`src/hw/rtl/ess_pkg.sv`:
```
// ess_pkg: shared constants, codes and types for the ellipse span solver
// no dependencies
package ess_pkg;

  localparam int ESS_COORD_BITS = 12;
  localparam int ESS_REG_IDX_BITS = 2;

  // register indexes on the config port
  localparam logic [ESS_REG_IDX_BITS-1:0] REG_CENTER_X = 2'd0;
  localparam logic [ESS_REG_IDX_BITS-1:0] REG_CENTER_Y = 2'd1;
  localparam logic [ESS_REG_IDX_BITS-1:0] REG_RADIUS_X = 2'd2;
  localparam logic [ESS_REG_IDX_BITS-1:0] REG_RADIUS_Y = 2'd3;

  // opcodes
  localparam logic OP_SOLVE_X = 1'b0;
  localparam logic OP_SOLVE_Y = 1'b1;

  // solution counts
  localparam logic [1:0] CNT_NONE    = 2'd0;
  localparam logic [1:0] CNT_TANGENT = 2'd1;
  localparam logic [1:0] CNT_CHORD   = 2'd2;

  // status flags that ride along with the quotient
  typedef struct packed {
    logic neg;        // radicand term below zero
    logic near_zero;  // negative quotient truncates to zero
  } ess_flags_t;

endpackage

```
`src/hw/rtl/ess_div.sv`:
```
// ess_div: pipelined restoring divider, one quotient bit per stage
// depends on ess_pkg
module ess_div #(
  parameter int MW = 4*ess_pkg::ESS_COORD_BITS-1,
  parameter int DW = 2*ess_pkg::ESS_COORD_BITS-2,
  parameter int QW = 2*ess_pkg::ESS_COORD_BITS-2,
  parameter int SW = ess_pkg::ESS_COORD_BITS+2
) (
  input  logic          clk,
  input  logic          rst_n,
  input  logic          en,
  input  logic          in_valid,
  input  logic [MW-1:0] in_num,
  input  logic [DW-1:0] in_den,
  input  logic [SW-1:0] in_side,
  output logic          out_valid,
  output logic [QW-1:0] out_quot,
  output logic [SW-1:0] out_side
);
  import ess_pkg::*;

  logic [QW-1:0] vld_r;
  logic [MW-1:0] rem_r  [QW];
  logic [QW-1:0] quot_r [QW];
  logic [DW-1:0] den_r  [QW];
  logic [SW-1:0] side_r [QW];

  for (genvar s = 0; s < QW; s++) begin : g_stage
    localparam int B = QW-1-s;
    logic          src_vld;
    logic [MW-1:0] src_rem, shifted;
    logic [QW-1:0] src_quot;
    logic [DW-1:0] src_den;
    logic [SW-1:0] src_side;
    logic          take;

    if (s == 0) begin : g_first
      assign src_vld  = in_valid;
      assign src_rem  = in_num;
      assign src_quot = '0;
      assign src_den  = in_den;
      assign src_side = in_side;
    end else begin : g_next
      assign src_vld  = vld_r[s-1];
      assign src_rem  = rem_r[s-1];
      assign src_quot = quot_r[s-1];
      assign src_den  = den_r[s-1];
      assign src_side = side_r[s-1];
    end

    assign shifted = {{(MW-DW){1'b0}}, src_den} << B;
    assign take    = src_rem >= shifted;

    always_ff @(posedge clk) begin
      if (!rst_n) begin
        vld_r[s] <= 1'b0;
      end else if (en) begin
        vld_r[s] <= src_vld;
      end
    end

    always_ff @(posedge clk) begin
      if (en) begin
        rem_r[s]  <= take ? src_rem - shifted : src_rem;
        quot_r[s] <= take ? (src_quot | (QW'(1) << B)) : src_quot;
        den_r[s]  <= src_den;
        side_r[s] <= src_side;
      end
    end
  end

  assign out_valid = vld_r[QW-1];
  assign out_quot  = quot_r[QW-1];
  assign out_side  = side_r[QW-1];

endmodule

```
`config.mk`:
```
export PLATFORM = sky130hd
export DESIGN_NAME = ess_div
export DESIGN_NICKNAME = d
export VERILOG_FILES = /design/src/hw/rtl/ess_pkg.sv /design/src/hw/rtl/ess_div.sv
export SDC_FILE = /design/constraint.sdc
export NUM_CORES = 2
export LEC_CHECK = 0
export ABC_AREA = 1
export BUFFER_PORTS_ARGS = -buffer_cell sky130_fd_sc_hd__buf_4
export CAP_MARGIN = 40
export CORE_MARGIN = 2
export CORE_UTILIZATION = 58
export DETAILED_ROUTE_END_ITERATION = 6
export MAX_ROUTING_LAYER = met4
export PLACE_DENSITY = 0.72
export SETUP_SLACK_MARGIN = 0.2
export SLEW_MARGIN = 20
export SYNTH_ARGS = -nofsm -noshare
export SYNTH_HDL_FRONTEND = slang
export SYNTH_SLANG_ARGS = --single-unit
```
`constraint.sdc`:
```
create_clock -name clk -period 3.4 [get_ports clk]
set_input_delay 0.68 -clock clk [delete_from_list [all_inputs] [get_ports clk]]
set_output_delay 0.68 -clock clk [all_outputs]
set_load 0.05 [all_outputs]
```
Yosys cells after proc, flatten, opt, wreduce, memory -nomap -nowiden
Memories as Yosys holds them, arrays and structs flattened.
Index checks and enable logic that the tools add are counted.

word-level totals
  register bits = 22
  memory bits (writable) = 2310
  output and inout bits = 37
  logic and storage cells = 116
  memories kept = 4

operators by class
  add/subtract/negate cells = 22
  magnitude comparators = 22
  multiplexer cells = 46

memory list
  memory  depth  width  read ports  clocked after Yosys merged registers in  wr ports  RTL line       RTL
  rem_r   22     47     21          0                                        22        ess_div.sv:23  logic [MW-1:0] rem_r [QW];
  den_r   22     22     21          0                                        22        ess_div.sv:25  logic [DW-1:0] den_r [QW];
  quot_r  22     22     22          0                                        22        ess_div.sv:24  logic [QW-1:0] quot_r [QW];
  side_r  22     14     22          0                                        22        ess_div.sv:26  logic [SW-1:0] side_r [QW];

operators with widths
  operator          number
  $mux W47          22
  $ge A47 B22 Y1    1
  $ge A47 B23 Y1    1
  $ge A47 B24 Y1    1
  $ge A47 B25 Y1    1
  $ge A47 B26 Y1    1
  $ge A47 B27 Y1    1
  $ge A47 B28 Y1    1
  $ge A47 B29 Y1    1
  $ge A47 B30 Y1    1
  $ge A47 B31 Y1    1
  $ge A47 B32 Y1    1
  $ge A47 B33 Y1    1
  $ge A47 B34 Y1    1
  $ge A47 B35 Y1    1
  $ge A47 B36 Y1    1
  $ge A47 B37 Y1    1
  $ge A47 B38 Y1    1
  $ge A47 B39 Y1    1
  $ge A47 B40 Y1    1
  $ge A47 B41 Y1    1
  $ge A47 B42 Y1    1
  $ge A47 B43 Y1    1
  $sub A47 B22 Y47  1
  other kinds (43)  45

Longest topological paths before layout
An unclocked memory read counts as a cell.

  depth in word-level cells = 3
  gate-level depth with buffers = 17
  depth with buffers taken out = 16

Worst setup path before layout
No wires, ideal clock.

  kind = input-to-reg
  start point = input in_num[21]
  end point = memory rem_r[0][24] in the netlist's numbering (data pin)
  library setup time = 252 ps
  data arrival time = 2386 ps
  required time = 3148 ps
  slack = 762 ps
  stages on the path = 15
  cell sequence = inv_1 -> ha_1 -> fa_1 -> nand3b_1 -> nand2_1 -> nand2_1 -> nand2_1 -> nand2_1 -> nand2_1 -> nand3_1 -> nand2_1 -> nor2_1 -> buf_2 -> nand2_1 -> nand2_1

RTL lines
  item             RTL line       RTL
  start, declared  ess_div.sv:13  input logic [MW-1:0] in_num,
  end, declared    ess_div.sv:23

==> metrics.md <==
| Metric | Value |
|---|---|
| Mapped Cells | 14186 |
| NumNets Final | 15265 |
| Area of the multi-input gates | 0.0468 sq mm |
| P&R area growth vs syn | 11.5% |
| Status | finished, violations left |
| Clock buffer depth | 3 |
| DR pass1 iterations | 7 |
| Detail Placement HPWL | 327 mm |
| Starting Density | 58.3% |
| Largest net degree at the start of global routing | 88 |
| Netlist cell types | 53 |
| Met1 usage | 46.9% |
| Most frequent CP cell | nand2_1 |
| Vias in the first global route | 95894 |
| GPL Wtd Cong | 1.09 |
| Failing checks | design-rule violations |
| Final Cycle Share | 91.3% |
| Largest family of logic cells by synthesized area | simple AND/OR/NAND/NOR gates |
| DR iter-0 viols | 12972 |
| Clock slew at reported path FFs | 0.07 ns |
| Worst EP arrival | 3.70 ns |
| DR vias | 101058 |
| Layout cells sized above 1 | 6.18% |
| Top delay family on crit path | compound AO/OA/AOI/OAI gates |
| Compound-cell area share of the yosys netlist | 5.16% |
| Port Buffers | 123 |
| Number of synthesized flops with an enable pin | 2010 |
| M3 GR Usage | 6.75% |
| Clk sink count | 2032 |
| Worst VDD drop | 0.624 mV |
| Skew final | 0.0971 ns |
| # fillers | 16397 |
| Multiplexer share of the synthesized area | 0% |
| CP max stage cell | edfxtp_1 |
| Cell Count, Final, Fillers Out | 17531 |
| Chip Width | 454 microns |
| Post-Synth XOR/XNOR Area | 2.59% |
| Final setup violation count | 0 |
| Antenna violations before repair | 7 |
| Final core utilization | 64.9% |
| Buf/Inv on CP | 2 |
| Fraction of registers with async set or reset after synthesis | 0% |
| Dominant cells by area after synthesis | edfxtp_1 51%, nand2_1 15%, inv_1 7.6% |
| Sequential share of the synthesized area | 51.7% |
| Synthesized Nets | 14778 |
| Clk Latency, worst-skew pair | 0.91 ns |
| Ys flop type | edfxtp_1 |
| Met2 Usage GRT | 64.3% |
| Critical Path RT | 4.00 ns |
| DRT Wirelength | 411 mm |
| FF+latch area | 0.0608 sq mm |
| R2r startpoint | den_r[0][152] |
| Mapped Area | 0.118 sq mm |
| Clk root buf | clkbuf_16 |
| CTS tree | yes |
| Wirelength per Cell | 23.5 microns |
| Area leader, netlist | edfxtp_1 |
| Dpl cells | 17059 |
| Final non-filler cell area | 0.131 sq mm |
| Worst hold path type | input pin to register |
| Post-placement cell area | 0.123 sq mm |
| Die H | 454 microns |
| Tmin final | 3.11 ns |
| Slew @ Worst Pin | 0.979 ns |
| DR vias/cell | 5.76 |
| Syn avg cell area | 8.29 sq um |
| RSZ-0062 raised after global routing | no |
| Core area | 0.202 sq mm |
| TritonCTS buffer count | 210 |
| Worst Min Path Start | in_den[20] |
| Worst-path fanout max | 18 |
| Crit path launch | den_r[0][152] |
| Overall power | 102 mW |
| # IOs | 124 |
| Pwr/cell area | 778 mW/mm^2 |
| Seq cells post-synth | 2032 |
| YS warnings | 0 |
| CP endpoint kind | register |
| Crit path launch type | register |
| Grt peak-use layer | met2 |
| # DRC | 29 |
| CP Cell Sequence | inv_1 -> ha_1 -> a21oi_1 -> o21ai_0 -> nand2_1 -> nand2_1 -> nor2_1 -> nand2_1 -> a21oi_2 -> buf_4 -> nand2_1 -> o21ai_1 |
| Max Slew Vio Count | 0 |
| Post-synth top area share | 51.3% |
| Post-Synth Adder-Cell Area | 5.51% |
| Hold Fails Final Rpt | 0 |
| Setup TNS | 0 ns |
| Simple-Gate Fraction of Synth Area | 26.5% |
| Slew Limit Headroom | 34.7% |
| CP max stage delay | 0.56 ns |
| GRT Total Usage | 40.4% |
| Fmax | 322 MHz |
| Max-Cap Viols | 0 |
| Die area | 0.206 sq mm |
| ANT nets after route | 0 |
| Global-route wire length before repair | 598 mm |
| H-tree depth | 4 |
| Congestion Overflow GR | 0 |
| Leak | 59.0 nW |
| Crit path kind | register to register |
| Cell row count | 165 |
stage by stage:
stage | setup WS [ns] | hold WS (ns)
global route | 0.208 | 0.0339
finish | 0.294 | 0.0643
CTS | 0.206 | 0.0244
global placement | 0.238 | 0.400
detailed placement | 0.186 | 0.405
floorplan | 0.762 | 0.400
where the power goes:
part / internal, mW / switching, mW
clock: 13.4 / 10.6
sequential: 33.4 / 4.71
combinational: 12.4 / 27.5
total: 59.3 / 42.8
final cells by class:
type / instances / area share, %
Antenna cell: 8 / 0.0153
Clock buffer: 236 / 4.08
Clock inverter: 154 / 1.38
Inverter: 2442 / 7.00
Multi-Input combinational cell: 9594 / 35.7
Sequential cell: 2032 / 46.4
Tap cell: 2672 / 2.55
Timing Repair Buffer: 393 / 2.88
state kept, by name (all words and copies together), names as in the netlist:
| name | count |
|---|---|
| out_valid | 1 |
| g_stage.src_vld | 21 |
| quot_r | 253 |
| den_r | 462 |
| rem_r | 987 |
| side_r | 308 |
cell families (layout without fill, tap and decap cells):
group,after synthesis,count (layout)
xor gates and xnor gates,348,348
AOI/OAI and AO/OA,1113,1113
buffers and inverters,2561,3225
and+or+nand+nor,7627,7628
adders and majority gates,505,505
DFF,2032,2032
other,0,8
synth_stat cells (all sizes together), types with 2 or more instances:
library cell	count
o21a	5
nor3b	4
nand2	4868
nor2b	2
and3	7
inv	2438
edfxtp	2010
o211ai	5
and2	16
xor2	158
xnor2	190
ha	484
nor3	160
or2	13
fa	21
buf	112
a21boi	9
nand3b	69
a21oi	592
o21bai	15
nor2	1453
clkinv	4
nor4	34
nand4	248
clkbuf	7
nand3	752
o21ai	479
a21o	6
dfxtp	22
routing by layer:
layer	vias up	wire (microns)
met2	5824	191000
li1	46738	-
met4	0	35400
met1	47012	148000
met5	-	0
met3	1484	37200
path summary, 6_finish.rpt:
check / endpoint / slack, ns / cells past startpoint
max: rem_r[0][359] / 0.29 / 12
min: den_r[0][20] / 0.06 / 1
max reg2reg: rem_r[0][359] / 0.29 / 12
min reg2reg: quot_r[1][163] / 0.39 / 0
repair_timing:
item	4_1_cts	5_1_grt
setup buffers	0	15
gates resized for setup	2	7
gates cloned	0	2
endpoints found under the setup margin	9	97
endpoints found under the hold margin	57	0
pin swaps	0	4
hold buffers	57	0
cells in the final DEF, fill, tap and decap left out, types with 12 or more instances in the layout:
| cell | n |
|---|---|
| nor2_4 | 15 |
| nor4_1 | 32 |
| nand3_1 | 741 |
| nor2_2 | 31 |
| fa_1 | 20 |
| clkbuf_1 | 26 |
| edfxtp_1 | 2010 |
| o21ai_1 | 153 |
| nand2_2 | 22 |
| buf_4 | 281 |
| a21oi_2 | 65 |
| nor2_1 | 1408 |
| clkinv_1 | 44 |
| buf_12 | 51 |
| o21ai_2 | 41 |
| clkbuf_16 | 211 |
| xor2_1 | 158 |
| dfxtp_1 | 22 |
| clkinvlp_4 | 14 |
| a21oi_1 | 526 |
| nor3_1 | 157 |
| ha_1 | 484 |
| nand4_1 | 247 |
| dlygate4sd3_1 | 57 |
| clkinv_16 | 12 |
| clkinv_2 | 35 |
| bufinv_16 | 25 |
| o21bai_1 | 15 |
| nand3b_1 | 69 |
| inv_2 | 48 |
| inv_6 | 15 |
| o21ai_0 | 285 |
| xnor2_1 | 190 |
| inv_1 | 2387 |
| nand2_1 | 4842 |
| and2_1 | 16 |
(Power assumes the default switching activity.)
