$ cat config.mk
export PLATFORM = sky130hd
export DESIGN_NAME = ess_sqrt
export DESIGN_NICKNAME = d
export VERILOG_FILES = /design/src/hw/rtl/ess_pkg.sv /design/src/hw/rtl/ess_sqrt.sv
export SDC_FILE = /design/constraint.sdc
export NUM_CORES = 1
export LEC_CHECK = 0
export ABC_AREA = 1
export BUFFER_PORTS_ARGS = -buffer_cell sky130_fd_sc_hd__buf_2
export CORE_MARGIN = 3
export CORE_UTILIZATION = 35
export CTS_CLUSTER_SIZE = 8
export DETAILED_ROUTE_END_ITERATION = 7
export SLEW_MARGIN = 20
export SYNTH_ARGS = -nofsm -noshare
export SYNTH_HDL_FRONTEND = slang
export SYNTH_SLANG_ARGS = --single-unit
$ cat constraint.sdc
create_clock -name clk -period 5.4 [get_ports clk]
set_input_delay 1.08 -clock clk [delete_from_list [all_inputs] [get_ports clk]]
set_output_delay 1.08 -clock clk [all_outputs]
set_load 0.02 [all_outputs]
$ cat src/hw/rtl/ess_pkg.sv
// ess_pkg: shared constants, codes and types for the ellipse span solver
// no dependencies
package ess_pkg;

  localparam int ESS_COORD_BITS = 12;
  localparam int ESS_REG_IDX_BITS = 2;

  // register indexes on the config port
  localparam logic [ESS_REG_IDX_BITS-1:0] REG_CENTER_X = 2'd0;
  localparam logic [ESS_REG_IDX_BITS-1:0] REG_CENTER_Y = 2'd1;
  localparam logic [ESS_REG_IDX_BITS-1:0] REG_RADIUS_X = 2'd2;
  localparam logic [ESS_REG_IDX_BITS-1:0] REG_RADIUS_Y = 2'd3;

  // opcodes
  localparam logic OP_SOLVE_X = 1'b0;
  localparam logic OP_SOLVE_Y = 1'b1;

  // solution counts
  localparam logic [1:0] CNT_NONE    = 2'd0;
  localparam logic [1:0] CNT_TANGENT = 2'd1;
  localparam logic [1:0] CNT_CHORD   = 2'd2;

  // status flags that ride along with the quotient
  typedef struct packed {
    logic neg;        // radicand term below zero
    logic near_zero;  // negative quotient truncates to zero
  } ess_flags_t;

endpackage

$ cat src/hw/rtl/ess_sqrt.sv
// ess_sqrt: pipelined integer square root, one root bit per stage
// depends on ess_pkg
module ess_sqrt #(
  parameter int QW = 2*ess_pkg::ESS_COORD_BITS-2,
  parameter int RW = ess_pkg::ESS_COORD_BITS-1,
  parameter int SW = ess_pkg::ESS_COORD_BITS+2
) (
  input  logic          clk,
  input  logic          rst_n,
  input  logic          en,
  input  logic          in_valid,
  input  logic [QW-1:0] in_rad,
  input  logic [SW-1:0] in_side,
  output logic          out_valid,
  output logic [RW-1:0] out_root,
  output logic          out_exact,
  output logic [SW-1:0] out_side
);
  import ess_pkg::*;
  localparam int TW = QW+2;

  logic [RW-1:0] vld_r;
  logic [QW-1:0] rem_r  [RW];
  logic [RW-1:0] root_r [RW];
  logic [SW-1:0] side_r [RW];

  for (genvar s = 0; s < RW; s++) begin : g_stage
    localparam int K = RW-1-s;
    logic          src_vld;
    logic [QW-1:0] src_rem;
    logic [RW-1:0] src_root;
    logic [SW-1:0] src_side;
    logic [TW-1:0] delta, rem_ext;
    logic          take;

    if (s == 0) begin : g_first
      assign src_vld  = in_valid;
      assign src_rem  = in_rad;
      assign src_root = '0;
      assign src_side = in_side;
    end else begin : g_next
      assign src_vld  = vld_r[s-1];
      assign src_rem  = rem_r[s-1];
      assign src_root = root_r[s-1];
      assign src_side = side_r[s-1];
    end

    // (p + 2^k)^2 - p^2 = p*2^(k+1) + 2^(2k)
    assign delta   = (TW'(src_root) << (K+1)) + (TW'(1) << (2*K));
    assign rem_ext = TW'(src_rem);
    assign take    = rem_ext >= delta;

    always_ff @(posedge clk) begin
      if (!rst_n) begin
        vld_r[s] <= 1'b0;
      end else if (en) begin
        vld_r[s] <= src_vld;
      end
    end

    always_ff @(posedge clk) begin
      if (en) begin
        rem_r[s]  <= take ? QW'(rem_ext - delta) : src_rem;
        root_r[s] <= take ? (src_root | (RW'(1) << K)) : src_root;
        side_r[s] <= src_side;
      end
    end
  end

  assign out_valid = vld_r[RW-1];
  assign out_root  = root_r[RW-1];
  assign out_exact = (rem_r[RW-1] == '0);
  assign out_side  = side_r[RW-1];

endmodule

# --- Word level (Yosys, flattened, before mapping) ---
# Memories as Yosys holds them, arrays and structs flattened.
# Cells that the tools add are included.
word_totals:
  mem_count: 3
  register_bits: 11
  ramBits: 517
  out_inout_bits: 27
  word_cells: 71
mem_list:
  columns: ["name", "words", "word_bits", "read_ports", "rd_clocked_by_memory_dff", "wr", "line", "text"]
  rows:
  - ["rem_r", 11, 22, 11, 0, 11, "ess_sqrt.sv:23", "logic [QW-1:0] rem_r [RW];"]
  - ["side_r", 11, 14, 11, 0, 11, "ess_sqrt.sv:25", "logic [SW-1:0] side_r [RW];"]
  - ["root_r", 11, 11, 11, 0, 11, "ess_sqrt.sv:24", "logic [RW-1:0] root_r [RW];"]
op_classes:
  addsub: 21
  n_lt_le_gt_ge: 11
  reduce_logical: 1
  mux: 24
op_table:
  columns: ["cell", "n"]
  rows:
  - ["2-to-1 mux 22 bit", 11]
  - ["adder 21 x 19 -> 22 bit, second input constant", 1]
  - ["greater-or-equal comparator 22 x 13 -> 1 bit", 1]
  - ["greater-or-equal comparator 22 x 14 -> 1 bit", 1]
  - ["greater-or-equal comparator 22 x 15 -> 1 bit", 1]
  - ["greater-or-equal comparator 22 x 16 -> 1 bit", 1]
  - ["greater-or-equal comparator 22 x 17 -> 1 bit", 1]
  - ["greater-or-equal comparator 22 x 18 -> 1 bit", 1]
  - ["greater-or-equal comparator 22 x 19 -> 1 bit", 1]
  - ["greater-or-equal comparator 22 x 20 -> 1 bit", 1]
  - ["greater-or-equal comparator 22 x 21 -> 1 bit", 1]
  - ["greater-or-equal comparator 22 x 21 -> 1 bit, second input constant", 1]
  - ["greater-or-equal comparator 22 bit", 1]
  - ["zero test 22 bit", 1]
  - ["subtractor 22 x 13 -> 22 bit", 1]
  - ["subtractor 22 x 14 -> 22 bit", 1]
  - ["subtractor 22 x 15 -> 22 bit", 1]
  - ["subtractor 22 x 16 -> 22 bit", 1]
  - ["subtractor 22 x 17 -> 22 bit", 1]
  - ["subtractor 22 x 18 -> 22 bit", 1]
  - ["subtractor 22 x 19 -> 22 bit", 1]
  - ["subtractor 22 x 20 -> 22 bit", 1]
  - ["subtractor 22 x 21 -> 22 bit", 1]
  - ["subtractor 22 x 21 -> 22 bit, second input constant", 1]
  - ["21 further kinds", 23]

# --- Longest topological paths before layout ---
# An unclocked memory read counts as a cell.
logic_depth:
  word_depth: 4
  mapped_depth: 14
  mapped_depth_nobuf: 13

# --- Least setup slack after synthesis ---
# OpenSTA, ideal clock, no wires.
synth_path:
  path_type: "flip-flop to output port"
  startpoint: "memory rem_r[10][15] (netlist name)"
  endpoint: "output out_exact"
  path_slack_ns: 3.315
  stages_incl_launch_ff: 4
  path_buffers: 0
  arrival_ns: 1.005
  cell_sequence: "edfxtp_1 > nor4_1 > nand4_1 > nor2_1"
synth_lines:
  columns: ["element", "line", "text"]
  rows:
  - ["from (decl)", "ess_sqrt.sv:23", null]
  - ["to (decl)", "ess_sqrt.sv:16", "output logic out_exact,"]

==> results.sh <==
export IMPL_r2r_cells=9
export IMPL_synthSimpleGateAreaFrac_pct=17.8
export IMPL_critical_path_slowest_cell="nor4_1"
export IMPL_clk_latency_ps=590
export IMPL_die_w_um=256
export IMPL_num_rows=90
export IMPL_critPathMaxFanout=1
export IMPL_ys_types=51
export IMPL_path_cells="nor4_1 > nand4_1 > nor2_1 > buf_2"
export IMPL_finalPower_mw=10.3
export IMPL_place_congestion=0.893
export IMPL_grt_max_degree=134
export IMPL_cts_tree="done"
export IMPL_detail_route_antenna_nets=0
export IMPL_dieArea_um2=65300
export IMPL_hold_class="reg -> reg"
export IMPL_num_fill_cells=5852
export IMPL_cts_sinks=473
export IMPL_antenna_cells=0
export IMPL_clk_pin_slew_worst_paths_ps=50
export IMPL_ys_seq_elements=473
export IMPL_yosys_warnings=0
export IMPL_drt_first_pass_iters=5
export IMPL_grt_pass1_wl_um=68400
export IMPL_slowest_delay_ps=390
export IMPL_rr_endpoint="rem_r[8][13]"
export IMPL_finalHoldViolations=0
export IMPL_cts_resized=0
export IMPL_crit_buf_inv=1
export IMPL_rsz0062_at_grt="no"
export IMPL_hold_end="side_r[5][10]"
export IMPL_p_per_area_nw_per_um2=413
export IMPL_syn_to_final_growth_pct=14.9
export IMPL_synth_yosys_seq_area_share_pct=64.7
export IMPL_wl_um=41600
export IMPL_leakage_nw=10.1
export IMPL_final_nets=2200
export IMPL_drv_cap=0
export IMPL_synthXorXnorAreaFrac_pct=2.57
export IMPL_grt_use_total_pct=12.9
export IMPL_overflow=0
export IMPL_status="finished, final reports clean"
export IMPL_viasPerCell=4.66
export IMPL_final_setup_viol_count=0
export IMPL_dp_hpwl_um=30300
export IMPL_root_buffer="clkbuf_16"
export IMPL_yosys_area_share_adder_pct=4.30
export IMPL_postSynthAreaPerCell_um2=11.1
export IMPL_h_tree_depth=3
export IMPL_drc_errors=0
export IMPL_r2r_setup_slack_ps=3170
export IMPL_slew_headroom_pct=27.6
export IMPL_syn_nets=2073
export IMPL_layout_drive_gt1_share_pct=13.2
export IMPL_ios=67
export IMPL_drt_initial_drc_count=753
export IMPL_coreArea_um2=61000
export IMPL_crit_type="reg -> out"
export IMPL_cp_start_kind="flop"
export IMPL_final_setup_tns_ps=0
export IMPL_initial_utilization_pct=35.7
export IMPL_fp_dieH_um=256
export IMPL_timing_final_crit_share_pct=52.2
export IMPL_crit_arrival_ps=1740
export IMPL_muxShareOfSynthArea_pct=0
export IMPL_clock_skew_ps=22.9
export IMPL_cts_buffers=69
export IMPL_layout_min_cycle_time_ps=2820
export IMPL_synth_compound_area_share_pct=5.45
export IMPL_synth_top_family_by_area="simple AND/OR/NAND/NOR gates"
export IMPL_worstPathRequired_ps=4320
export IMPL_vdd_drop_max_mv=0.283
export IMPL_end_kind="output pin"
export IMPL_tightest_slew_ps=1090
export IMPL_antenna_found_initial=0
export IMPL_hold_depth=0
export IMPL_wl_per_cell_um=14.2
export IMPL_fmax_mhz=355
export IMPL_post_cts_buffers=0
export IMPL_vias=13600
export IMPL_port_buffers=66
export IMPL_synth_area_um2=21800
export IMPL_r2r_start="rem_r[7][8]"
export IMPL_min_from="side_r[4][10]"
export IMPL_synth_cells=1958
export IMPL_grt_pass1_vias=13700
export IMPL_slew_viol_final=0
export IMPL_clk_path_buf_depth=3
export IMPL_cpLargestDelayFamily="simple AND/OR/NAND/NOR gates"
export IMPL_holdBufCountCts=0
## cells by family (layout without fill, tap and decap cells)
logic type / count (synthesis) / in the layout
AOI/OAI and AO/OA: 183 / 183
buffers and inverters: 280 / 422
adders and majority gates: 75 / 75
xor gates and xnor gates: 64 / 64
DFF: 473 / 473
and+or+nand+nor: 883 / 883
## cell type report
class	count	area [µm²]	area share (%)
clock buffers	77	1760	7.02
repair buffers	71	428	1.71
inverters	265	1010	4.03
flip-flops and latches	473	14100	56.3
clock inverters	9	155	0.620
multi-input cells	1205	6560	26.2
well taps	828	1040	4.14
## worst reg2reg max path, delay by kind of cell (launching register included)
family	cells	cell delay [ps]
buf+inv	2	380
flops	1	420
simple gates	5	670
fa+ha+maj	1	390
compound gates	1	110
## cell usage after synthesis (all sizes together)
library cell | n | area (µm²)
a21boi | 2 | 15.0
a21oi | 87 | 578
a22oi | 1 | 7.51
a31oi | 1 | 12.5
and2 | 2 | 12.5
and3 | 4 | 30.0
buf | 11 | 118
clkbuf | 4 | 15.0
clkinv | 2 | 8.75
dfxtp | 11 | 220
edfxtp | 462 | 13900
ha | 75 | 938
inv | 263 | 1000
nand2 | 458 | 1780
nand3 | 118 | 646
nand3b | 15 | 125
nand4 | 33 | 206
nor2 | 211 | 832
nor3 | 23 | 125
nor4 | 10 | 62.6
o2111ai | 1 | 8.76
o211ai | 4 | 30.0
o21a | 2 | 15.0
o21ai | 80 | 479
o21bai | 5 | 41.3
or2 | 9 | 56.3
xnor2 | 28 | 245
xor2 | 36 | 315
## flip-flops by register name, indices dropped and copies added, names as in the netlist
signal           flops
g_stage.src_vld     10
side_r             154
root_r              66
out_valid            1
rem_r              242
## metrics by stage
step / area [µm²] / instances / hold WS [ps] / utilization, % / setup slack [ps]
6_report: 25000 / 2928 / 409 / 41.0 / 2580
5_1_grt: 25000 / 2928 / 411 / 41.0 / 2420
4_1_cts: 25000 / 2928 / 406 / 41.0 / 2460
3_5_place_dp: 23100 / 2842 / 405 / 37.9 / 2600
3_3_place_gp: 23100 / 2842 / 400 / 37.9 / 2650
2_1_floorplan: 21800 / 1958 / 400 / - / 3320
## per-layer routing
metal	up-vias	track usage (%)	share of wire (%)
met4	0	5.26	3.6
met3	95	2.71	4.0
met2	285	22.8	50
li1	6879	-	-
met5	-	0	0
met1	6379	15.2	42
## cell usage in the layout (no fill, tap or decap), types with 4 or more instances in the layout
cell type,instances
nor2_2,7
o21ai_0,40
or2_2,4
nand3_2,6
inv_2,20
a21oi_2,35
nand2_2,19
nor4_1,10
a21oi_1,51
ha_1,75
inv_1,239
o21bai_1,4
clkbuf_1,8
nor2_1,201
nand4_1,33
o21ai_2,21
nand3b_1,14
clkbuf_16,69
buf_12,4
xor2_1,36
o211ai_1,4
buf_2,65
nand3_1,110
nand2_1,437
xnor2_1,28
nor3_1,21
dfxtp_1,11
o21ai_1,19
edfxtp_1,462
## where the power goes
part	total, mW	switching [mW]	internal, mW
clock	3.79	1.49	2.30
combinational	1.73	1.10	0.627
sequential	4.82	0.257	4.56
total	10.3	2.84	7.49
## how the worst max path moves through the flow
stage,start,endpoint,slack (ps),cells after the start
after floorplan,rem_r[10][15],out_exact,3320,3
after global placement,en,rem_r[10][9],2650,2
after detailed placement,en,rem_r[10][9],2600,2
after CTS,rem_r[10][19],out_exact,2460,4
after global routing,rem_r[10][3],out_exact,2420,4
final,rem_r[10][19],out_exact,2580,4
(Power assumes the default switching activity.)
