`src/hw/rtl/ess_pkg.sv`:
```
// ess_pkg: shared constants, codes and types for the ellipse span solver
// no dependencies
package ess_pkg;

  localparam int ESS_COORD_BITS = 12;
  localparam int ESS_REG_IDX_BITS = 2;

  // register indexes on the config port
  localparam logic [ESS_REG_IDX_BITS-1:0] REG_CENTER_X = 2'd0;
  localparam logic [ESS_REG_IDX_BITS-1:0] REG_CENTER_Y = 2'd1;
  localparam logic [ESS_REG_IDX_BITS-1:0] REG_RADIUS_X = 2'd2;
  localparam logic [ESS_REG_IDX_BITS-1:0] REG_RADIUS_Y = 2'd3;

  // opcodes
  localparam logic OP_SOLVE_X = 1'b0;
  localparam logic OP_SOLVE_Y = 1'b1;

  // solution counts
  localparam logic [1:0] CNT_NONE    = 2'd0;
  localparam logic [1:0] CNT_TANGENT = 2'd1;
  localparam logic [1:0] CNT_CHORD   = 2'd2;

  // status flags that ride along with the quotient
  typedef struct packed {
    logic neg;        // radicand term below zero
    logic near_zero;  // negative quotient truncates to zero
  } ess_flags_t;

endpackage

```
`src/hw/rtl/ess_front.sv`:
```
// ess_front: five stages from query to dividend, divisor and flags
// depends on ess_pkg
module ess_front #(
  parameter int COORD_BITS = ess_pkg::ESS_COORD_BITS
) (
  input  logic                            clk,
  input  logic                            rst_n,
  input  logic                            en,
  input  logic                            in_valid,
  input  logic                            in_opcode,
  input  logic signed [COORD_BITS-1:0]    in_coord,
  input  logic signed [COORD_BITS-1:0]    cfg_cx,
  input  logic signed [COORD_BITS-1:0]    cfg_cy,
  input  logic [COORD_BITS-2:0]           cfg_rx,
  input  logic [COORD_BITS-2:0]           cfg_ry,
  output logic                            out_valid,
  output logic [4*COORD_BITS-2:0]         out_num,
  output logic [2*COORD_BITS-3:0]         out_den,
  output logic signed [COORD_BITS-1:0]    out_cout,
  output ess_pkg::ess_flags_t             out_flags
);
  import ess_pkg::*;
  localparam int N = COORD_BITS;

  logic [4:0] vld_r;

  // stage 1
  logic signed [N:0]   d1_r;
  logic [N-2:0]        rdiv1_r, rmul1_r;
  logic signed [N-1:0] cout1_r;
  // stage 2
  logic [2*N:0]        dsq2_r;
  logic [2*N-3:0]      den2_r, rm2_r;
  logic signed [N-1:0] cout2_r;
  // stage 3
  logic [2*N:0]        ae3_r;
  logic                neg3_r;
  logic [2*N-3:0]      den3_r, rm3_r;
  logic signed [N-1:0] cout3_r;
  // stage 4
  logic [4*N-2:0]      m4_r;
  logic                neg4_r;
  logic [2*N-3:0]      den4_r;
  logic signed [N-1:0] cout4_r;
  // stage 5
  logic [4*N-2:0]      num5_r;
  logic [2*N-3:0]      den5_r;
  logic signed [N-1:0] cout5_r;
  ess_flags_t          flags5_r;

  logic signed [N-1:0] known_ctr, cout_sel;
  logic [N-2:0]        rdiv_sel, rmul_sel, rx_eff, ry_eff;
  logic signed [2*N+1:0] dprod;
  logic [2*N-3:0]      den_w, rm_w;
  logic [2*N+1:0]      e_w, e_neg;
  logic [4*N-2:0]      m_w;

  always_comb begin
    // a zero radius acts as one
    rx_eff = (cfg_rx == '0) ? (N-1)'(1) : cfg_rx;
    ry_eff = (cfg_ry == '0) ? (N-1)'(1) : cfg_ry;
    if (in_opcode == OP_SOLVE_X) begin
      known_ctr = cfg_cy;
      cout_sel  = cfg_cx;
      rdiv_sel  = ry_eff;
      rmul_sel  = rx_eff;
    end else begin
      known_ctr = cfg_cx;
      cout_sel  = cfg_cy;
      rdiv_sel  = rx_eff;
      rmul_sel  = ry_eff;
    end
    dprod = d1_r * d1_r;
    den_w = rdiv1_r * rdiv1_r;
    rm_w  = rmul1_r * rmul1_r;
    e_w   = {4'b0, den2_r} - {1'b0, dsq2_r};
    e_neg = -e_w;
    m_w   = rm3_r * ae3_r;
  end

  always_ff @(posedge clk) begin
    if (!rst_n) begin
      vld_r <= '0;
    end else if (en) begin
      vld_r <= {vld_r[3:0], in_valid};
    end
  end

  always_ff @(posedge clk) begin
    if (en) begin
      d1_r     <= {in_coord[N-1], in_coord} - {known_ctr[N-1], known_ctr};
      rdiv1_r  <= rdiv_sel;
      rmul1_r  <= rmul_sel;
      cout1_r  <= cout_sel;

      dsq2_r   <= dprod[2*N:0];
      den2_r   <= den_w;
      rm2_r    <= rm_w;
      cout2_r  <= cout1_r;

      neg3_r   <= e_w[2*N+1];
      ae3_r    <= e_w[2*N+1] ? e_neg[2*N:0] : e_w[2*N:0];
      den3_r   <= den2_r;
      rm3_r    <= rm2_r;
      cout3_r  <= cout2_r;

      m4_r     <= m_w;
      neg4_r   <= neg3_r;
      den4_r   <= den3_r;
      cout4_r  <= cout3_r;

      // negative side only needs to know whether the quotient truncates to zero
      flags5_r.neg       <= neg4_r;
      flags5_r.near_zero <= m4_r < {{(2*N+1){1'b0}}, den4_r};
      num5_r   <= neg4_r ? '0 : m4_r;
      den5_r   <= den4_r;
      cout5_r  <= cout4_r;
    end
  end

  assign out_valid = vld_r[4];
  assign out_num   = num5_r;
  assign out_den   = den5_r;
  assign out_cout  = cout5_r;
  assign out_flags = flags5_r;

endmodule

```
`config.mk`:
```
export PLATFORM = sky130hd
export DESIGN_NAME = ess_front
export DESIGN_NICKNAME = d
export VERILOG_FILES = /design/src/hw/rtl/ess_pkg.sv /design/src/hw/rtl/ess_front.sv
export SDC_FILE = /design/constraint.sdc
export NUM_CORES = 2
export LEC_CHECK = 0
export BUFFER_PORTS_ARGS = -buffer_cell sky130_fd_sc_hd__buf_4
export CELL_PAD_IN_SITES_DETAIL_PLACEMENT = 1
export CELL_PAD_IN_SITES_GLOBAL_PLACEMENT = 1
export CORE_MARGIN = 2
export CORE_UTILIZATION = 52
export CTS_CLUSTER_SIZE = 24
export DETAILED_ROUTE_END_ITERATION = 16
export HOLD_SLACK_MARGIN = 0.1
export PLACE_DENSITY_LB_ADDON = 0.1
export SETUP_SLACK_MARGIN = 0.1
export SKIP_LAST_GASP = 1
export SYNTH_ARGS = -nofsm -noshare
export SYNTH_HDL_FRONTEND = slang
export SYNTH_SLANG_ARGS = --single-unit
```
`constraint.sdc`:
```
create_clock -name clk -period 7.36 [get_ports clk]
set_input_delay 0.368 -clock clk [delete_from_list [all_inputs] [get_ports clk]]
set_output_delay 0.368 -clock clk [all_outputs]
set_load 0.02 [all_outputs]
```
# Yosys cells after proc, flatten, opt, wreduce, memory -nomap -nowiden
# Cells that the tools add are included.
# totals
reg_bits	380
in_bits	63
output_inout_bits	84
elab_cells	40
# classes
add_sub_neg	3
mul	4
n_lt_le_gt_ge	1
n_mux	7
reduce_logical	2
# ops
operator	n
less-than comparator 47 x 22 -> 1 bit	1
multiplier 22 x 25 -> 47 bit	1
multiplier 11 x 11 -> 22 bit	2
two-way mux 11 bit	4
subtractor 22 x 25 -> 26 bit	1
multiplier 13 x 13 -> 25 bit	1
two-way mux 25 bit	1
negator 25 bit	1
two-way mux 12 bit	2
zero test 11 bit	2
subtractor 12 x 12 -> 13 bit	1

# Depth between registers and ports, before layout
# logic_depth
depth_word	3
mapped_depth	26
ltp_nobuf	24

# Worst setup path after synthesis
# Ideal clock, no wire load.
# synth_path
path_kind	register -> register
startpoint	register rm3_r[13]
endpoint	register m4_r[41] (data pin)
setup_ns	0.265
t_arrival_ns	6.421
path_slack_ns	0.674
stages_incl_launch_ff	25
path_buffers	2
period_less_slack_ns	6.686
path_cell_list	edfxtp_1 clkbuf_1 clkbuf_1 nand2_1 fa_1 inv_1 fa_1 inv_1 fa_1 inv_1 fa_1 fa_1 fa_1 fa_1 ha_1 a21oi_1 o21bai_1 a21oi_1 o21ai_0 a22oi_1 o21a_4 a2111oi_4 nor2_4 and4b_1 or3_1
# synth_between
elab_chain_len	1
# synth_lines
element	line	text
start, declared	ess_front.sv:38	logic [2*N-3:0] den3_r, rm3_r;
start signal, assigned	ess_front.sv:104	rm3_r <= rm2_r;
multiplier 22 x 25 -> 47 bit	ess_front.sv:78	m_w = rm3_r * ae3_r;
net m_w[41]	ess_front.sv:56	logic [4*N-2:0] m_w;
end signal, assigned	ess_front.sv:107	m4_r <= m_w;
end, declared	ess_front.sv:41	logic [4*N-2:0] m4_r;
# The timed path passes the listed nets, and every way through them passes these cells.
# A chain may end at the register's enable or synchronous reset.

# Worst setup path after layout
# layout_path
startpoint	register rm3_r[17]
endpoint	register m4_r[41] (data pin)
# Same word-level chain as after synthesis.

==> flow_summary.ini <==
[status]
status = finished clean

[floorplan]
die_x_um = 296
core_mm2 = 0.0849
rows = 107
dieArea_mm2 = 0.0877
ios = 147
start_util = 0.523
fp.dieH_um = 296

[timing]
post-route-period-util = 0.958
drv_slew = 0
setup_slack_ns = 0.310
max_slew.worst_pin.slew_ns = 0.952
hold_viol = 0
slew_headroom = 0.365
fmax_ghz = 0.142
setup_viol = 0
period_minus_slack_ns = 7.05
finalClockSkew_ns = 0.0406
setup_tns_ns = 0
rsz0062_at_grt = false

[yosys]
ys_warn_count = 0
syn_area_per_cell_um2 = 10.6
seq_area_frac_synth = 0.251
yosys-top-cells-area = fa_1 (32%), edfxtp_1 (25%), ha_1 (11%)
netlist_area_mm2 = 0.0444
postSynth.asyncResetShare = 0
dominantRegCellSynth = edfxtp_1
synthDistinctLibCells = 88
syn_inst = 4193
synth-edff-count = 368
yosysTopAreaCell = fa_1
ys_ff_latch = 373
synth_top_area_share = 0.316

[worst_setup_path]
crit_path_end_kind = flop
worstReg2RegEnd = m4_r[41]
reg2reg_slack_ns = 0.31
path_delay_family = adder cells
crit_type = reg -> reg
startpoint_type = flop
slowest_stage = edfxtp_1
critical_path_arrival_ns = 7.34
rr_worst_depth = 19
path_max_fanout = 15
critical_path_buf_inv_count = 3
cpMostUsedCell = fa_1
cpPeakStageDelay_ns = 0.78
worstPathCellList = nand2_1 -> fa_1 -> inv_1 -> fa_1 -> fa_1 -> fa_1 -> fa_1 -> fa_1 -> inv_1 -> fa_1 -> inv_1 -> ha_1 -> and3_1 -> nand4_1 -> o21a_4 -> a2111oi_4 -> nor2_4 -> and4b_1 -> or3_1
worst_r2r_startpoint = rm3_r[17]
required_ns = 7.65

[worst_hold_path]
hp-class = in -> reg
whs_path_depth = 2
hp-start = cfg_rx[10]
hold_end = rdiv1_r[10]

[clock_network]
cts_num_sinks = 373
cts_inserted_buffers = 44
htreeDepth = 2
cts_tree = built
clock_latency_ns = 0.58
cts-root-buf = clkbuf_16
clk_pin_slew_ns = 0.06
ctsLongestPathBuffers = 3

[detailed_routing]
viasPerCell = 5.24
drt_wl_total_mm = 107
ant_nets = 0
firstDrtPassIters = 7
drc = 0
vias = 29085
wl_per_cell_um = 19.2
drtIter0Drc = 1183

[finish]
drive_above_1_share = 0.0915
fillers = 9192
syn2layout_area_growth_pct = 10.6
num-nets-final = 5539
diodes = 0

[global_routing]
grt_pass1_wl_mm = 174
grt_max_degree = 162
grt_pass1_vias = 32730
antenna_found_initial = 9
grt_remaining_overflow = 0
gr-usage-all-layers = 0.251

[placement]
portBuffers = 145
dp_hpwl_mm = 88.5
gp_congestion = 0.841
dp_worst_setup_slack_ns = 0.174

[flow_run]
cap_violations = 0
-- state kept, by name, summed over array words and instances (netlist names), 12 cells and up --
register	cells
cout3_r	12
out_den	21
out_num	47
den4_r	21
den2_r	21
cout2_r	12
cout1_r	12
cout4_r	12
den3_r	21
ae3_r	25
m4_r	47
rm3_r	21
out_cout	12
d1_r	13
rm2_r	21
dsq2_r	24
-- through the flow --
stage                     cells  area [µm²]  hold slack [ns]  utilization
after global placement     5393       46900            0.401        0.553
final                      5546       49100            0.130        0.578
after floorplan            4194       44400            0.400            -
after global routing       5546       49100            0.118        0.578
after detailed placement   5393       46900            0.406        0.553
after CTS                  5507       48600            0.100        0.573
-- cells in the final DEF, fill, tap and decap left out, drive strengths merged, types with 36 or more instances in the layout --
cell | Yosys | final
o21ai | 51 | 51
edfxtp | 368 | 368
a21o | 49 | 49
xor2 | 43 | 43
buf | 9 | 259
nor2b | 85 | 85
dlygate4sd3 | 0 | 36
nand2 | 401 | 401
nor2 | 89 | 89
ha | 405 | 405
xnor2 | 117 | 117
a21oi | 109 | 109
and2 | 381 | 381
fa | 701 | 701
inv | 866 | 870
clkbuf | 156 | 48
-- logic make-up after synthesis --
family,synth area share
XOR/XNOR,0.0316
other,0.0000845
AND/OR/NAND/NOR,0.130
flip-flops,0.251
multiplexers,0.0136
buffers and inverters,0.0877
AO/OA/AOI/OAI,0.0560
adder cells (fa/ha/maj),0.430
-- cell usage after synthesis, types with 6 or more instances --
library cell,instances
xor2_1,43
a211oi_1,14
a21boi_0,7
and3_1,16
nand2_1,400
mux2i_1,21
inv_1,866
o21a_1,16
nand3_1,24
nor2_1,87
or2_2,8
o21ai_0,43
edfxtp_1,368
and2_1,381
a21oi_1,108
nor3_1,31
ha_1,405
nor4_1,13
mux2_2,35
o21bai_1,22
xnor2_1,117
fa_1,701
a21o_1,49
or3_1,7
nand2b_1,16
clkbuf_1,156
a31oi_1,15
o2111ai_1,7
nand4_1,12
nor2b_1,85
a2111oi_0,6
-- area by class of cell --
cell class,instances,area [µm²],share of cell area
multi-input combinational,2790,29400,0.598
sequential,373,11200,0.227
inverter,866,3250,0.0662
timing repair buffer,295,2490,0.0508
tap,1144,1430,0.0292
clock buffer,48,1120,0.0227
clock inverter,30,267,0.00543
-- routing by layer --
layer,global-route usage,part of all wire
met2,0.449,0.51
met4,0.0487,0.019
met3,0.0265,0.038
met1,0.333,0.44
met5,0,0
-- worst max path at each step --
stage                     startpoint        to  slack, ns  cells after the start
after floorplan            rm3_r[13]  m4_r[41]       0.67                     24
after CTS                   rm3_r[7]  m4_r[46]       0.12                     20
after detailed placement    rm3_r[7]  m4_r[46]       0.17                     21
final                      rm3_r[17]  m4_r[41]       0.31                     19
after global placement      rm3_r[7]  m4_r[46]       0.25                     24
after global routing       rm3_r[15]  m4_r[41]       0.08                     20
-- repair_timing --
action / 4_1_cts / 5_1_grt
endpoints found under the setup margin: 0 / 11
gates resized for setup: 0 / 7
endpoints found under the hold margin: 24 / 0
setup buffers: 0 / 39
hold buffers: 36 / 0
Power is left out: the tool's default activity adds up to more than one toggle a clock period on the data nets, which glitch-free logic cannot reach.
